===== config.mk =====
export PLATFORM = sky130hd
export DESIGN_NAME = i2c_master_byte_sequencer_core
export DESIGN_NICKNAME = d
export VERILOG_FILES = /design/src/rtl/i2cmbs_pkg.sv /design/src/rtl/i2c_master_byte_sequencer_core.sv /design/src/rtl/i2cmbs_cfg_regs.sv /design/src/rtl/i2cmbs_seq.sv
export VERILOG_INCLUDE_DIRS = /design/src /design/src/rtl
export SDC_FILE = /design/constraint.sdc
export NUM_CORES = 1
export LEC_CHECK = 0
export ABC_AREA = 0
export BUFFER_PORTS_ARGS = -buffer_cell sky130_fd_sc_hd__buf_2
export CORE_MARGIN = 1
export CORE_UTILIZATION = 60
export CTS_CLUSTER_DIAMETER = 150
export DETAILED_ROUTE_END_ITERATION = 8
export GPL_TIMING_DRIVEN = 0
export PLACE_DENSITY = 0.8
export SETUP_SLACK_MARGIN = 0.2
export SLEW_MARGIN = 30
export SYNTH_ARGS = -nofsm -noshare
export SYNTH_HDL_FRONTEND = slang
export SYNTH_SLANG_ARGS = --single-unit
export TNS_END_PERCENT = 5

===== constraint.sdc =====
create_clock -name clk_i -period 7.5 [get_ports clk_i]
set_input_delay 0.375 -clock clk_i [delete_from_list [all_inputs] [get_ports clk_i]]
set_output_delay 0.375 -clock clk_i [all_outputs]
set_load 0.1 [all_outputs]

===== src/rtl/i2c_master_byte_sequencer_core_defines.svh =====
// ---------------------------------------------------------------------------
// I2C master byte sequencer: assertion macros
// Shared property macros for the sequencer's concurrent checks.
// ---------------------------------------------------------------------------
`ifndef I2C_MASTER_BYTE_SEQUENCER_CORE_DEFINES_SVH
`define I2C_MASTER_BYTE_SEQUENCER_CORE_DEFINES_SVH

// Same-cycle implication, sampled on clk_i, off while rst_ni is low
`define I2CMBS_ASSERT_NOW(lbl, ante, cons, msg) \
  lbl: assert property (@(posedge clk_i) disable iff (!rst_ni) (ante) |-> (cons)) \
    else $error(msg);

// Next-cycle implication, sampled on clk_i, off while rst_ni is low
`define I2CMBS_ASSERT_NEXT(lbl, ante, cons, msg) \
  lbl: assert property (@(posedge clk_i) disable iff (!rst_ni) (ante) |=> (cons)) \
    else $error(msg);

`endif


===== src/rtl/i2cmbs_pkg.sv =====
// ---------------------------------------------------------------------------
// I2C master byte sequencer package
// Mode and register codes, reset values and the word structs shared by
// the sequencer modules.
// ---------------------------------------------------------------------------
package i2cmbs_pkg;

  // Mode codes of an input word (six and seven behave as a tick)
  localparam logic [2:0] MODE_TICK     = 3'd0;
  localparam logic [2:0] MODE_START    = 3'd1;
  localparam logic [2:0] MODE_STOP     = 3'd2;
  localparam logic [2:0] MODE_WRITE    = 3'd3;
  localparam logic [2:0] MODE_READ_ACK = 3'd4;
  localparam logic [2:0] MODE_READ_NAK = 3'd5;

  // Configuration register indexes
  localparam logic [2:0] REG_BIT_PHASE  = 3'd0;
  localparam logic [2:0] REG_READ_HIGH  = 3'd1;
  localparam logic [2:0] REG_READ_LOW   = 3'd2;
  localparam logic [2:0] REG_START_HOLD = 3'd3;
  localparam logic [2:0] REG_POLL_LIMIT = 3'd4;
  localparam logic [2:0] REG_POST_ACK   = 3'd5;

  // Register reset values
  localparam logic [7:0] RST_BIT_PHASE  = 8'd2;
  localparam logic [7:0] RST_READ_HIGH  = 8'd4;
  localparam logic [7:0] RST_READ_LOW   = 8'd4;
  localparam logic [7:0] RST_START_HOLD = 8'd4;
  localparam logic [7:0] RST_POLL_LIMIT = 8'd250;
  localparam logic [7:0] RST_POST_ACK   = 8'd20;

  // Delays as the sequencer uses them; the first four never read zero
  typedef struct packed {
    logic [7:0] bit_phase;
    logic [7:0] read_high;
    logic [7:0] read_low;
    logic [7:0] start_hold;
    logic [7:0] poll_limit;
    logic [7:0] post_ack;
  } cfg_t;

  // One input word
  typedef struct packed {
    logic [2:0] mode;
    logic [7:0] tx_byte;
    logic       sda_in;
  } item_t;

  // One result word
  typedef struct packed {
    logic       scl_level;
    logic       sda_level;
    logic       busy;
    logic       done;
    logic [7:0] rx_byte;
    logic       ack_error;
    logic       cmd_rejected;
  } res_t;

endpackage


===== src/rtl/i2c_master_byte_sequencer_core.sv =====
// ---------------------------------------------------------------------------
// I2C master byte sequencer core
// Byte-level I2C master stepped by a one-microsecond tick word.
// ---------------------------------------------------------------------------
// Each input word is a tick (carrying the sampled SDA) or a command: start,
// stop, write byte with ACK polling, or read byte answered with ACK or NACK.
// Every word produces exactly one result word with the SCL/SDA drive and
// status. One word is taken per clock while the input is not stalled: it
// lands in an input register, the sequencer steps once on it when the
// result register is free or being read, and the result is held in that
// output register. The input register keeps accepting while a result waits,
// and only stalls when both registers are full and the output is stalled.
// Write the configuration registers only while no word is in flight.
// ---------------------------------------------------------------------------
`include "i2c_master_byte_sequencer_core_defines.svh"

module i2c_master_byte_sequencer_core (
  input  logic       clk_i,
  input  logic       rst_ni,
  // configuration write port
  input  logic       cfg_we_i,
  input  logic [2:0] cfg_idx_i,
  input  logic [7:0] cfg_data_i,
  // input channel
  input  logic       in_valid_i,
  output logic       in_stall_o,
  input  logic [2:0] in_mode_i,
  input  logic [7:0] in_tx_byte_i,
  input  logic       in_sda_in_i,
  // result channel
  output logic       out_valid_o,
  input  logic       out_stall_i,
  output logic       out_scl_level_o,
  output logic       out_sda_level_o,
  output logic       out_busy_res_o,
  output logic       out_done_res_o,
  output logic [7:0] out_rx_byte_o,
  output logic       out_ack_error_o,
  output logic       out_cmd_rejected_o
);
  import i2cmbs_pkg::*;

  cfg_t  cfg;
  item_t item_q;
  res_t  res_d, res_q;
  logic  in_vld_q, out_vld_q;
  logic  in_take, step;

  // Handshake: step when a word is held and the result slot frees up
  assign step       = in_vld_q & (~out_vld_q | ~out_stall_i);
  assign in_stall_o = in_vld_q & out_vld_q & out_stall_i;
  assign in_take    = in_valid_i & ~in_stall_o;

  i2cmbs_cfg_regs u_cfg (
    .clk_i      (clk_i),
    .rst_ni     (rst_ni),
    .cfg_we_i   (cfg_we_i),
    .cfg_idx_i  (cfg_idx_i),
    .cfg_data_i (cfg_data_i),
    .cfg_o      (cfg)
  );

  i2cmbs_seq u_seq (
    .clk_i  (clk_i),
    .rst_ni (rst_ni),
    .step_i (step),
    .item_i (item_q),
    .cfg_i  (cfg),
    .res_o  (res_d)
  );

  // Input register
  always_ff @(posedge clk_i or negedge rst_ni) begin
    if (!rst_ni) begin
      in_vld_q <= 1'b0;
    end else if (in_take) begin
      in_vld_q <= 1'b1;
    end else if (step) begin
      in_vld_q <= 1'b0;
    end
  end

  always_ff @(posedge clk_i) begin
    if (in_take) begin
      item_q.mode    <= in_mode_i;
      item_q.tx_byte <= in_tx_byte_i;
      item_q.sda_in  <= in_sda_in_i;
    end
  end

  // Result register
  always_ff @(posedge clk_i or negedge rst_ni) begin
    if (!rst_ni) begin
      out_vld_q <= 1'b0;
    end else if (step) begin
      out_vld_q <= 1'b1;
    end else if (!out_stall_i) begin
      out_vld_q <= 1'b0;
    end
  end

  always_ff @(posedge clk_i) begin
    if (step) begin
      res_q <= res_d;
    end
  end

  assign out_valid_o        = out_vld_q;
  assign out_scl_level_o    = res_q.scl_level;
  assign out_sda_level_o    = res_q.sda_level;
  assign out_busy_res_o     = res_q.busy;
  assign out_done_res_o     = res_q.done;
  assign out_rx_byte_o      = res_q.rx_byte;
  assign out_ack_error_o    = res_q.ack_error;
  assign out_cmd_rejected_o = res_q.cmd_rejected;

  // Checks
  `I2CMBS_ASSERT_NOW(a_stall_cause, in_stall_o, out_vld_q && out_stall_i, "input stalled without a blocked result")
  `I2CMBS_ASSERT_NEXT(a_step_result, step, out_vld_q, "step taken but no result registered")
  `I2CMBS_ASSERT_NOW(a_done_idle, out_vld_q && res_q.done, !res_q.busy, "done reported while still busy")
  `I2CMBS_ASSERT_NOW(a_done_rej, out_vld_q && res_q.cmd_rejected, !res_q.done && res_q.busy, "rejection outside a busy period")

endmodule


===== src/rtl/i2cmbs_cfg_regs.sv =====
// ---------------------------------------------------------------------------
// I2C master byte sequencer configuration registers
// Six 8-bit delay and limit registers behind a plain write port; zero
// bit-phase, read and start-hold delays are presented as one.
// ---------------------------------------------------------------------------
module i2cmbs_cfg_regs (
  input  logic              clk_i,
  input  logic              rst_ni,
  input  logic              cfg_we_i,
  input  logic [2:0]        cfg_idx_i,
  input  logic [7:0]        cfg_data_i,
  output i2cmbs_pkg::cfg_t  cfg_o
);
  import i2cmbs_pkg::*;

  logic [7:0] bit_phase_q, read_high_q, read_low_q;
  logic [7:0] start_hold_q, poll_limit_q, post_ack_q;

  // Register writes; unknown indexes are dropped
  always_ff @(posedge clk_i or negedge rst_ni) begin
    if (!rst_ni) begin
      bit_phase_q  <= RST_BIT_PHASE;
      read_high_q  <= RST_READ_HIGH;
      read_low_q   <= RST_READ_LOW;
      start_hold_q <= RST_START_HOLD;
      poll_limit_q <= RST_POLL_LIMIT;
      post_ack_q   <= RST_POST_ACK;
    end else if (cfg_we_i) begin
      unique case (cfg_idx_i)
        REG_BIT_PHASE:  bit_phase_q  <= cfg_data_i;
        REG_READ_HIGH:  read_high_q  <= cfg_data_i;
        REG_READ_LOW:   read_low_q   <= cfg_data_i;
        REG_START_HOLD: start_hold_q <= cfg_data_i;
        REG_POLL_LIMIT: poll_limit_q <= cfg_data_i;
        REG_POST_ACK:   post_ack_q   <= cfg_data_i;
        default: ;
      endcase
    end
  end

  // Delay of zero counts as one tick; limit and post-ACK pass raw
  assign cfg_o.bit_phase  = (bit_phase_q  == 8'd0) ? 8'd1 : bit_phase_q;
  assign cfg_o.read_high  = (read_high_q  == 8'd0) ? 8'd1 : read_high_q;
  assign cfg_o.read_low   = (read_low_q   == 8'd0) ? 8'd1 : read_low_q;
  assign cfg_o.start_hold = (start_hold_q == 8'd0) ? 8'd1 : start_hold_q;
  assign cfg_o.poll_limit = poll_limit_q;
  assign cfg_o.post_ack   = post_ack_q;

endmodule


===== src/rtl/i2cmbs_seq.sv =====
// ---------------------------------------------------------------------------
// I2C master byte sequencer state machine
// Holds the bus phase, counters and shift register, and takes one step
// per word: a command starts a sequence if idle, a tick steps the waveform.
// ---------------------------------------------------------------------------
module i2cmbs_seq (
  input  logic              clk_i,
  input  logic              rst_ni,
  input  logic              step_i,
  input  i2cmbs_pkg::item_t item_i,
  input  i2cmbs_pkg::cfg_t  cfg_i,
  output i2cmbs_pkg::res_t  res_o
);
  import i2cmbs_pkg::*;

  typedef enum logic [3:0] {
    PH_IDLE, PH_START_A, PH_START_B, PH_STOP_A, PH_STOP_B,
    PH_W_LOW, PH_W_HIGH, PH_ACK_POLL, PH_POST_ACK,
    PH_R_PRE, PH_R_HIGH, PH_R_HOLD, PH_R_LOW, PH_R_ACK
  } phase_e;

  phase_e     phase_q, phase_d;
  logic [7:0] tick_q, tick_d;
  logic [3:0] bit_idx_q, bit_idx_d;
  logic [7:0] shift_q, shift_d;
  logic [7:0] poll_q, poll_d;
  logic       send_ack_q, send_ack_d;
  logic       scl_q, scl_d;
  logic       sda_q, sda_d;
  logic       err_q, err_d;
  logic [7:0] rx_q, rx_d;
  logic       is_cmd, done, rejected;
  logic [3:0] bit_inc;

  assign is_cmd  = (item_i.mode == MODE_START) || (item_i.mode == MODE_STOP) ||
                   (item_i.mode == MODE_WRITE) || (item_i.mode == MODE_READ_ACK) ||
                   (item_i.mode == MODE_READ_NAK);
  assign bit_inc = bit_idx_q + 4'd1;

  // Next state for one word
  always_comb begin
    phase_d    = phase_q;
    tick_d     = tick_q;
    bit_idx_d  = bit_idx_q;
    shift_d    = shift_q;
    poll_d     = poll_q;
    send_ack_d = send_ack_q;
    scl_d      = scl_q;
    sda_d      = sda_q;
    err_d      = err_q;
    rx_d       = rx_q;
    done       = 1'b0;
    rejected   = 1'b0;

    if (is_cmd) begin
      if (phase_q != PH_IDLE) begin
        rejected = 1'b1;
      end else begin
        err_d = 1'b0;
        case (item_i.mode)
          MODE_START: begin
            sda_d   = 1'b1;
            scl_d   = 1'b1;
            tick_d  = cfg_i.start_hold;
            phase_d = PH_START_A;
          end
          MODE_STOP: begin
            scl_d   = 1'b0;
            sda_d   = 1'b0;
            tick_d  = cfg_i.start_hold;
            phase_d = PH_STOP_A;
          end
          MODE_WRITE: begin
            scl_d     = 1'b0;
            bit_idx_d = 4'd0;
            sda_d     = item_i.tx_byte[7];
            shift_d   = {item_i.tx_byte[6:0], 1'b0};
            tick_d    = cfg_i.bit_phase;
            phase_d   = PH_W_LOW;
          end
          default: begin
            // either read flavour
            send_ack_d = (item_i.mode == MODE_READ_ACK);
            scl_d      = 1'b0;
            sda_d      = 1'b1;
            shift_d    = 8'd0;
            bit_idx_d  = 4'd0;
            tick_d     = cfg_i.read_low;
            phase_d    = PH_R_PRE;
          end
        endcase
      end
    end else if (phase_q != PH_IDLE) begin
      if (tick_q > 8'd1) begin
        tick_d = tick_q - 8'd1;
      end else begin
        tick_d = 8'd0;
        unique case (phase_q)
          PH_START_A: begin
            sda_d   = 1'b0;
            tick_d  = cfg_i.start_hold;
            phase_d = PH_START_B;
          end
          PH_START_B: begin
            phase_d = PH_IDLE;
            done    = 1'b1;
          end
          PH_STOP_A: begin
            scl_d   = 1'b1;
            tick_d  = cfg_i.start_hold;
            phase_d = PH_STOP_B;
          end
          PH_STOP_B: begin
            sda_d   = 1'b1;
            phase_d = PH_IDLE;
            done    = 1'b1;
          end
          PH_W_LOW: begin
            scl_d   = 1'b1;
            tick_d  = cfg_i.bit_phase;
            phase_d = PH_W_HIGH;
          end
          PH_W_HIGH: begin
            scl_d     = 1'b0;
            bit_idx_d = bit_inc;
            if (bit_inc < 4'd8) begin
              sda_d   = shift_q[7];
              shift_d = {shift_q[6:0], 1'b0};
              tick_d  = cfg_i.bit_phase;
              phase_d = PH_W_LOW;
            end else begin
              // release SDA and clock for the ACK bit
              sda_d   = 1'b1;
              scl_d   = 1'b1;
              poll_d  = 8'd0;
              tick_d  = 8'd1;
              phase_d = PH_ACK_POLL;
            end
          end
          PH_ACK_POLL: begin
            if (!item_i.sda_in) begin
              scl_d = 1'b0;
              if (cfg_i.post_ack == 8'd0) begin
                phase_d = PH_IDLE;
                done    = 1'b1;
              end else begin
                tick_d  = cfg_i.post_ack;
                phase_d = PH_POST_ACK;
              end
            end else if (poll_q >= cfg_i.poll_limit) begin
              // timeout: flag and send a stop
              err_d   = 1'b1;
              scl_d   = 1'b0;
              sda_d   = 1'b0;
              tick_d  = cfg_i.start_hold;
              phase_d = PH_STOP_A;
            end else begin
              poll_d = poll_q + 8'd1;
              tick_d = cfg_i.bit_phase;
            end
          end
          PH_POST_ACK: begin
            phase_d = PH_IDLE;
            done    = 1'b1;
          end
          PH_R_PRE, PH_R_LOW: begin
            scl_d = 1'b1;
            if (phase_q == PH_R_LOW && bit_idx_q >= 4'd8) begin
              sda_d   = ~send_ack_q;
              tick_d  = cfg_i.bit_phase;
              phase_d = PH_R_ACK;
            end else begin
              tick_d  = cfg_i.read_high;
              phase_d = PH_R_HIGH;
            end
          end
          PH_R_HIGH: begin
            shift_d = {shift_q[6:0], item_i.sda_in};
            tick_d  = cfg_i.bit_phase;
            phase_d = PH_R_HOLD;
          end
          PH_R_HOLD: begin
            scl_d     = 1'b0;
            bit_idx_d = bit_inc;
            tick_d    = cfg_i.read_low;
            phase_d   = PH_R_LOW;
          end
          PH_R_ACK: begin
            scl_d   = 1'b0;
            sda_d   = 1'b1;
            rx_d    = shift_q;
            phase_d = PH_IDLE;
            done    = 1'b1;
          end
          default: phase_d = PH_IDLE;
        endcase
      end
    end
  end

  // State registers
  always_ff @(posedge clk_i or negedge rst_ni) begin
    if (!rst_ni) begin
      phase_q    <= PH_IDLE;
      tick_q     <= 8'd0;
      bit_idx_q  <= 4'd0;
      shift_q    <= 8'd0;
      poll_q     <= 8'd0;
      send_ack_q <= 1'b0;
      scl_q      <= 1'b1;
      sda_q      <= 1'b1;
      err_q      <= 1'b0;
      rx_q       <= 8'd0;
    end else if (step_i) begin
      phase_q    <= phase_d;
      tick_q     <= tick_d;
      bit_idx_q  <= bit_idx_d;
      shift_q    <= shift_d;
      poll_q     <= poll_d;
      send_ack_q <= send_ack_d;
      scl_q      <= scl_d;
      sda_q      <= sda_d;
      err_q      <= err_d;
      rx_q       <= rx_d;
    end
  end

  // Result word as seen after this step
  assign res_o.scl_level    = scl_d;
  assign res_o.sda_level    = sda_d;
  assign res_o.busy         = (phase_d != PH_IDLE);
  assign res_o.done         = done;
  assign res_o.rx_byte      = rx_d;
  assign res_o.ack_error    = err_d;
  assign res_o.cmd_rejected = rejected;

endmodule


==> impl_metrics.ini, run 1 <==
[logic_synthesis]
synth-async-reset-ratio_pct = 78.33
yosys_warnings = 0
ys_seq_area_share_pct = 46.27
yosys_most_used_dff = dfrtp_1
netlist-cell-type-count = 72
syn_nets = 719
ys_seq_elements = 120
netlist_instances = 677
mappedNetlistArea_um2 = 6809
syn_avg_cell_area_um2 = 10.06
synth_edf_count = 26

[clock_network]
clock-sinks = 120
clk_latency_ns = 0.42
clockBufferDepth = 2
numCtsBuffers = 17
htreeDepth = 4
cts_tree = built
clk_pin_slew_worst_paths_ns = 0.06
clockRootBuffer = clkbuf_16

[final_layout]
area_delta_synth_final_pct = 15.67
drive_gt1_share_pct = 19.95
nets = 781
fillCellCount = 802
postLayoutCellArea_um2 = 7876
layout_commonest_cell = dfrtp_1
num_antenna_cells = 0
final_cell_mix = dfrtp_1 (80), nand2_1 (55), a21oi_1 (49)
finalNonFillerCells = 892

[place]
placed_area_um2 = 7234
dp_slack_ns = 3.361
dp.cells = 859
gp_congestion = 1.014
io_buffer_count = 41
dp_hpwl_um = 14750

[run]
drv_cap = 0

[sta]
period_share_pct = 58.51
timing.fmax_ghz = 0.2279
fin_ws_ns = 3.112
tightest_slew_ns = 0.9708
finalHoldViolations = 0
fin_crit_ns = 4.388
setup-tns-final_ns = 0
finClkSkew_ns = 0.005332
slew_viol_final = 0
setup_viol = 0
max_slew_margin_pct = 34.85
rsz0062_at_grt = false

[drt]
dr.pass1.iters = 6
drt_iter0_drc = 779
wl_um = 20820
ant_nets = 0
via_per_inst = 6.937
vias = 6188
drc = 0
wl_per_cell_um = 23.34

[setup_path]
r2r_start = item_q[9]
r2r_setup_slack_ns = 3.11
r2r_end = u_seq.tick_q[7]
crit_type = flip-flop to flip-flop
worstPathRequired_ns = 7.86
end_kind = flip-flop
crit_arrival_ns = 4.75
critPathLaunchType = flip-flop
ff2ff_path_depth = 13
cp_max_fo = 10

[floorplanning]
io_pins = 44
die_y_um = 108.5
die_x_um = 108.5
core-area_um2 = 10940
die-area_um2 = 11780
initial_core_util_pct = 62.27
rows = 38

[power]
totalPowerFinal_mw = 2.674
p_per_area_nw_per_um2 = 339.5
seqPwrFrac_pct = 35.8
combPwrFrac_pct = 32.3
power.share.switching_pct = 37.36
pwr-share-clk_pct = 32.0
ir_worst_vdd_mv = 0.2007
p_int_mw = 1.675
leakage_nw = 3.192
switchingPower_mw = 0.9991

[min_path]
min_path_cells = 1
holdPathEnd = item_q[10]
hp-class = primary input to flip-flop
hold_start = in_mode_i[1]

[global_route]
grt_use_total_pct = 37.75
grt_pass1_wl_um = 32740
overflow = 0
first_global_vias = 6160
grt_max_degree = 52
antenna_found_initial = 0

[status]
run_status = finished, final reports clean
-- cells by family (layout without fill, tap and decap cells) --
group	count (synthesis)	in the layout	share of synthesized area [%]
DFF	120	120	46.27
xor gates and xnor gates	11	11	1.415
and+or+nand+nor	200	200	15.55
muxes	63	63	10.27
AOI/OAI and AO/OA	204	204	20.29
buffers and inverters	65	140	3.638
adders and majority gates	14	14	2.573
-- what timing repair did --
item / 4_1_cts / 5_1_grt
buffers inserted: 0 / 0
hold buffers: 1 / 0
endpoints found under the hold margin: 41 / 0
resized for setup: 0 / 0
-- final cells by class --
cell class | instances | area (um2) | share of cell area (%)
multi-input combinational | 492 | 3427 | 43.51
timing repair buffer | 43 | 249.0 | 3.161
inverter | 27 | 101.3 | 1.287
tap | 140 | 175.2 | 2.224
clock buffer | 27 | 546.8 | 6.942
clock inverter | 5 | 78.83 | 1.001
sequential | 120 | 3151 | 40.00
buffer | 38 | 147.6 | 1.875
-- stage by stage --
step | util (%) | hold WS, ns
global placement | 65.74 | 0.4496
finish | 72.03 | 0.1248
detailed placement | 66.16 | 0.3314
floorplan | - | 0.07941
global route | 72.03 | 0.1162
CTS | 71.97 | 0.1185
-- power groups by stage --
stage / clock, mW / sequential (mW) / combinational, mW
after CTS: 0.857 / 0.949 / 0.830
after global routing: 0.886 / 0.968 / 0.925
after global placement: 0 / 0.948 / 0.801
after floorplan: 0 / 0.968 / 0.550
after detailed placement: 0 / 0.957 / 0.819
final: 0.855 / 0.956 / 0.863
-- cells in the mapped netlist, types with 6 or more instances --
master	n	area [um2]
nand2_1	55	206.5
nor3_1	9	45.04
a31oi_1	8	50.05
xnor2_1	6	52.55
nand3_1	14	70.07
o21ai_0	43	215.2
mux2i_1	8	80.08
ha_1	14	175.2
edfxtp_1	26	780.8
a22oi_1	10	75.07
a221oi_1	9	78.83
a211oi_1	6	45.04
o31ai_1	6	45.04
inv_1	26	97.59
a21boi_0	7	52.55
mux2_2	47	529.3
a21oi_1	49	245.2
nor4_1	10	62.56
nand2b_1	13	81.33
mux2_1	8	90.09
nand4_1	9	56.30
dfstp_2	14	367.9
o211ai_1	9	67.56
nand4b_1	6	52.55
clkbuf_1	32	120.1
nor2_1	43	161.4
o21ai_1	8	40.04
or3_1	6	37.54
and3_1	6	37.54
dfrtp_1	80	2002
-- sequential cells by signal (all words and copies together) (netlist names), 4 cells and up --
register and cells:
item_q 12, out_rx_byte_o 8, u_cfg.bit_phase_q 8, u_cfg.poll_limit_q 8
u_cfg.post_ack_q 8, u_cfg.read_high_q 8, u_cfg.read_low_q 8, u_cfg.start_hold_q 8
u_seq.bit_idx_q 4, u_seq.phase_q 4, u_seq.poll_q 8, u_seq.rx_q 8
u_seq.shift_q 8, u_seq.tick_q 8
-- how the worst max path moves through the flow --
stage | startpoint | slack, ns | cells past startpoint | endpoint
2_1_floorplan | item_q[9] | 4.28 | 14 | u_seq.tick_q[1]
3_3_place_gp | item_q[9] | 3.43 | 13 | u_seq.tick_q[7]
3_5_place_dp | item_q[9] | 3.36 | 13 | u_seq.tick_q[7]
4_1_cts | item_q[9] | 3.28 | 13 | u_seq.tick_q[7]
5_1_grt | item_q[10] | 2.97 | 13 | u_seq.tick_q[7]
6_report | item_q[9] | 3.11 | 13 | u_seq.tick_q[7]
-- per-layer routing --
layer,vias to the layer above,share of wire [%],track usage [%]
met5,-,0,0
met4,0,4.1,18.63
met3,88,10,9.584
met2,422,46,56.92
met1,2995,40,50.57
li1,2683,-,-
-- critical path, stage by stage, from the launching register on --
cell       delay [ns]
edfxtp_1         0.35
clkbuf_1         0.24
or3_1            0.45
and2_1           0.17
buf_2            0.20
inv_2            0.09
clkbuf_1         0.45
buf_1            0.45
ha_1             0.37
nand2_1          0.10
clkbuf_1         0.42
a21boi_0         0.29
a2111oi_0        0.55
or3_1            0.19
No activity file was read; power rests on OpenSTA's default activity.
==> inputs of run 2 (changes only) <==
- clock period: 7.5 -> 4.3 ns (I/O delays scaled with it)
==> impl_metrics.ini, run 2 (synthesis gave the netlist of run 1 again) <==
[final_layout]
drive_gt1_share_pct = 20.00
regMostFlops = item_q
num_antenna_cells = 0
layout_commonest_cell = dfrtp_1
nets = 794
area_delta_synth_final_pct = 17.68
largest_reg_flops = 12
fillCellCount = 780
postLayoutCellArea_um2 = 8013
final_cell_mix = dfrtp_1 (80), nand2_1 (55), a21oi_1 (48)

[sta]
tightest_slew_ns = 0.9534
slew_viol_final = 0
timing.fmax_ghz = 0.2498
max_slew_margin_pct = 36.01
rsz0062_at_grt = true
finalHoldViolations = 0
period_share_pct = 93.12
hold_ws_ns = 0.02535
setup_viol = 0
fin_crit_ns = 4.004
finClkSkew_ns = 0.007993
setup-tns-final_ns = 0

[setup_path]
r2r_end = u_seq.tick_q[7]
critPathLaunchType = flip-flop
critPathLaunch = item_q[9]
cpMaxStageDelayCell = a2111oi_0
ff2ff_path_depth = 13
slowest_delay_ns = 0.52
crit_chain = clkbuf_1 > or3_1 > and2_1 > buf_2 > inv_2 > clkbuf_1 > buf_2 > ha_1 > nand2_1 > clkbuf_2 > a21boi_0 > a2111oi_0 > or3_1
crit_type = flip-flop to flip-flop
r2r_setup_slack_ns = 0.30
r2r_start = item_q[9]
worstPathRequired_ns = 4.66
end_kind = flip-flop
crit_arrival_ns = 4.36
cp_max_fo = 10

[drt]
wl_per_cell_um = 23.39
drt_iter0_drc = 777
vias = 6280
drc = 0
wl_um = 21170
via_per_inst = 6.939
dr.pass1.iters = 6
ant_nets = 0

[floorplanning]
core-area_um2 = 10940
die_x_um = 108.5
io_pins = 44
die_y_um = 108.5
rows = 38
die-area_um2 = 11780
initial_core_util_pct = 62.27

[clock_network]
htreeDepth = 4
clock-sinks = 120
clockBufferDepth = 2
post_cts_buffers = 0
cts_tree = built
clockRootBuffer = clkbuf_16
clk_pin_slew_worst_paths_ns = 0.06
clk_latency_ns = 0.42
numCtsBuffers = 17

[min_path]
hold_start = out_stall_i
hp-class = primary input to flip-flop
min_path_cells = 2
holdPathEnd = out_valid_o

[global_route]
grt_use_total_pct = 38.45
grt_max_degree = 52
first_global_vias = 6289
grt_pass1_wl_um = 33350
overflow = 0
antenna_found_initial = 0

[status]
run_status = finished, final reports clean

[power]
ir_worst_vdd_mv = 0.3510
totalPowerFinal_mw = 4.681
p_per_area_nw_per_um2 = 584.2
leakage_nw = 3.252

[run]
drv_cap = 0

[place]
io_buffer_count = 41
dp_hpwl_um = 14750
gp_congestion = 1.014
placed_area_um2 = 7234
==> run 2: cell count changes in the layout (fill, tap and decap cells not counted) <==
cell           previous run  this run
a21oi_2                   0         1
buf_2                    43        44
buf_1                     3         2
a21oi_1                  49        48
clkbuf_2                  1         2
clkbuf_1                 36        35
dlygate4sd3_1             1        14
==> run 2: cell type report <==
type	count	area (um2)	share of cell area, %
Buffer	38	150.1	1.874
Clock buffer	27	546.8	6.824
Clock inverter	5	78.83	0.9838
Inverter	27	101.3	1.265
Multi-Input combinational cell	492	3431	42.82
Sequential cell	120	3151	39.32
Tap cell	140	175.2	2.186
Timing Repair Buffer	56	379.1	4.731
==> run 2: timing repair <==
action | CTS | global route
resized for setup | 1 | 3
hold buffers | 14 | 0
endpoints found under the hold margin | 54 | 0
setup endpoints to repair | 9 | 12
==> run 2: how the worst max path moves through the flow <==
stage,to
after detailed placement,u_seq.tick_q[7]
final,u_seq.tick_q[7]
after global placement,u_seq.tick_q[7]
after CTS,u_seq.tick_q[7]
after floorplan,u_seq.tick_q[1]
after global routing,u_seq.tick_q[7]
==> run 2: report_power, final <==
part | internal, mW | switching (mW)
clock network | 0.987 | 0.504
registers | 1.42 | 0.254
logic | 0.526 | 0.993
==> run 2: stage by stage <==
stage / utilization, % / setup slack [ns] / std cells
2_1_floorplan: - / 1.081 / 677
3_3_place_gp: 65.74 / 0.2275 / 858
3_5_place_dp: 66.16 / 0.1606 / 859
4_1_cts: 73.17 / 0.2497 / 905
5_1_grt: 73.27 / 0.1503 / 905
6_report: 73.27 / 0.2960 / 905
==> run 2: worst max-delay path: cells and delay by family, from the launching register on <==
kind                       cells  cell delay (ns)
and+or+nand+nor                4             0.91
AOI/OAI and AO/OA              2             0.75
adders and majority gates      1             0.32
buffers and inverters          6             1.58
DFF                            1             0.37
==> run 2: per-layer routing <==
metal	track usage, %	vias to the layer above	share of wire (%)
met2	57.23	428	45
met1	50.95	3024	39
met4	21.24	0	4.8
met3	10.25	110	10
li1	-	2718	-
met5	0	-	0
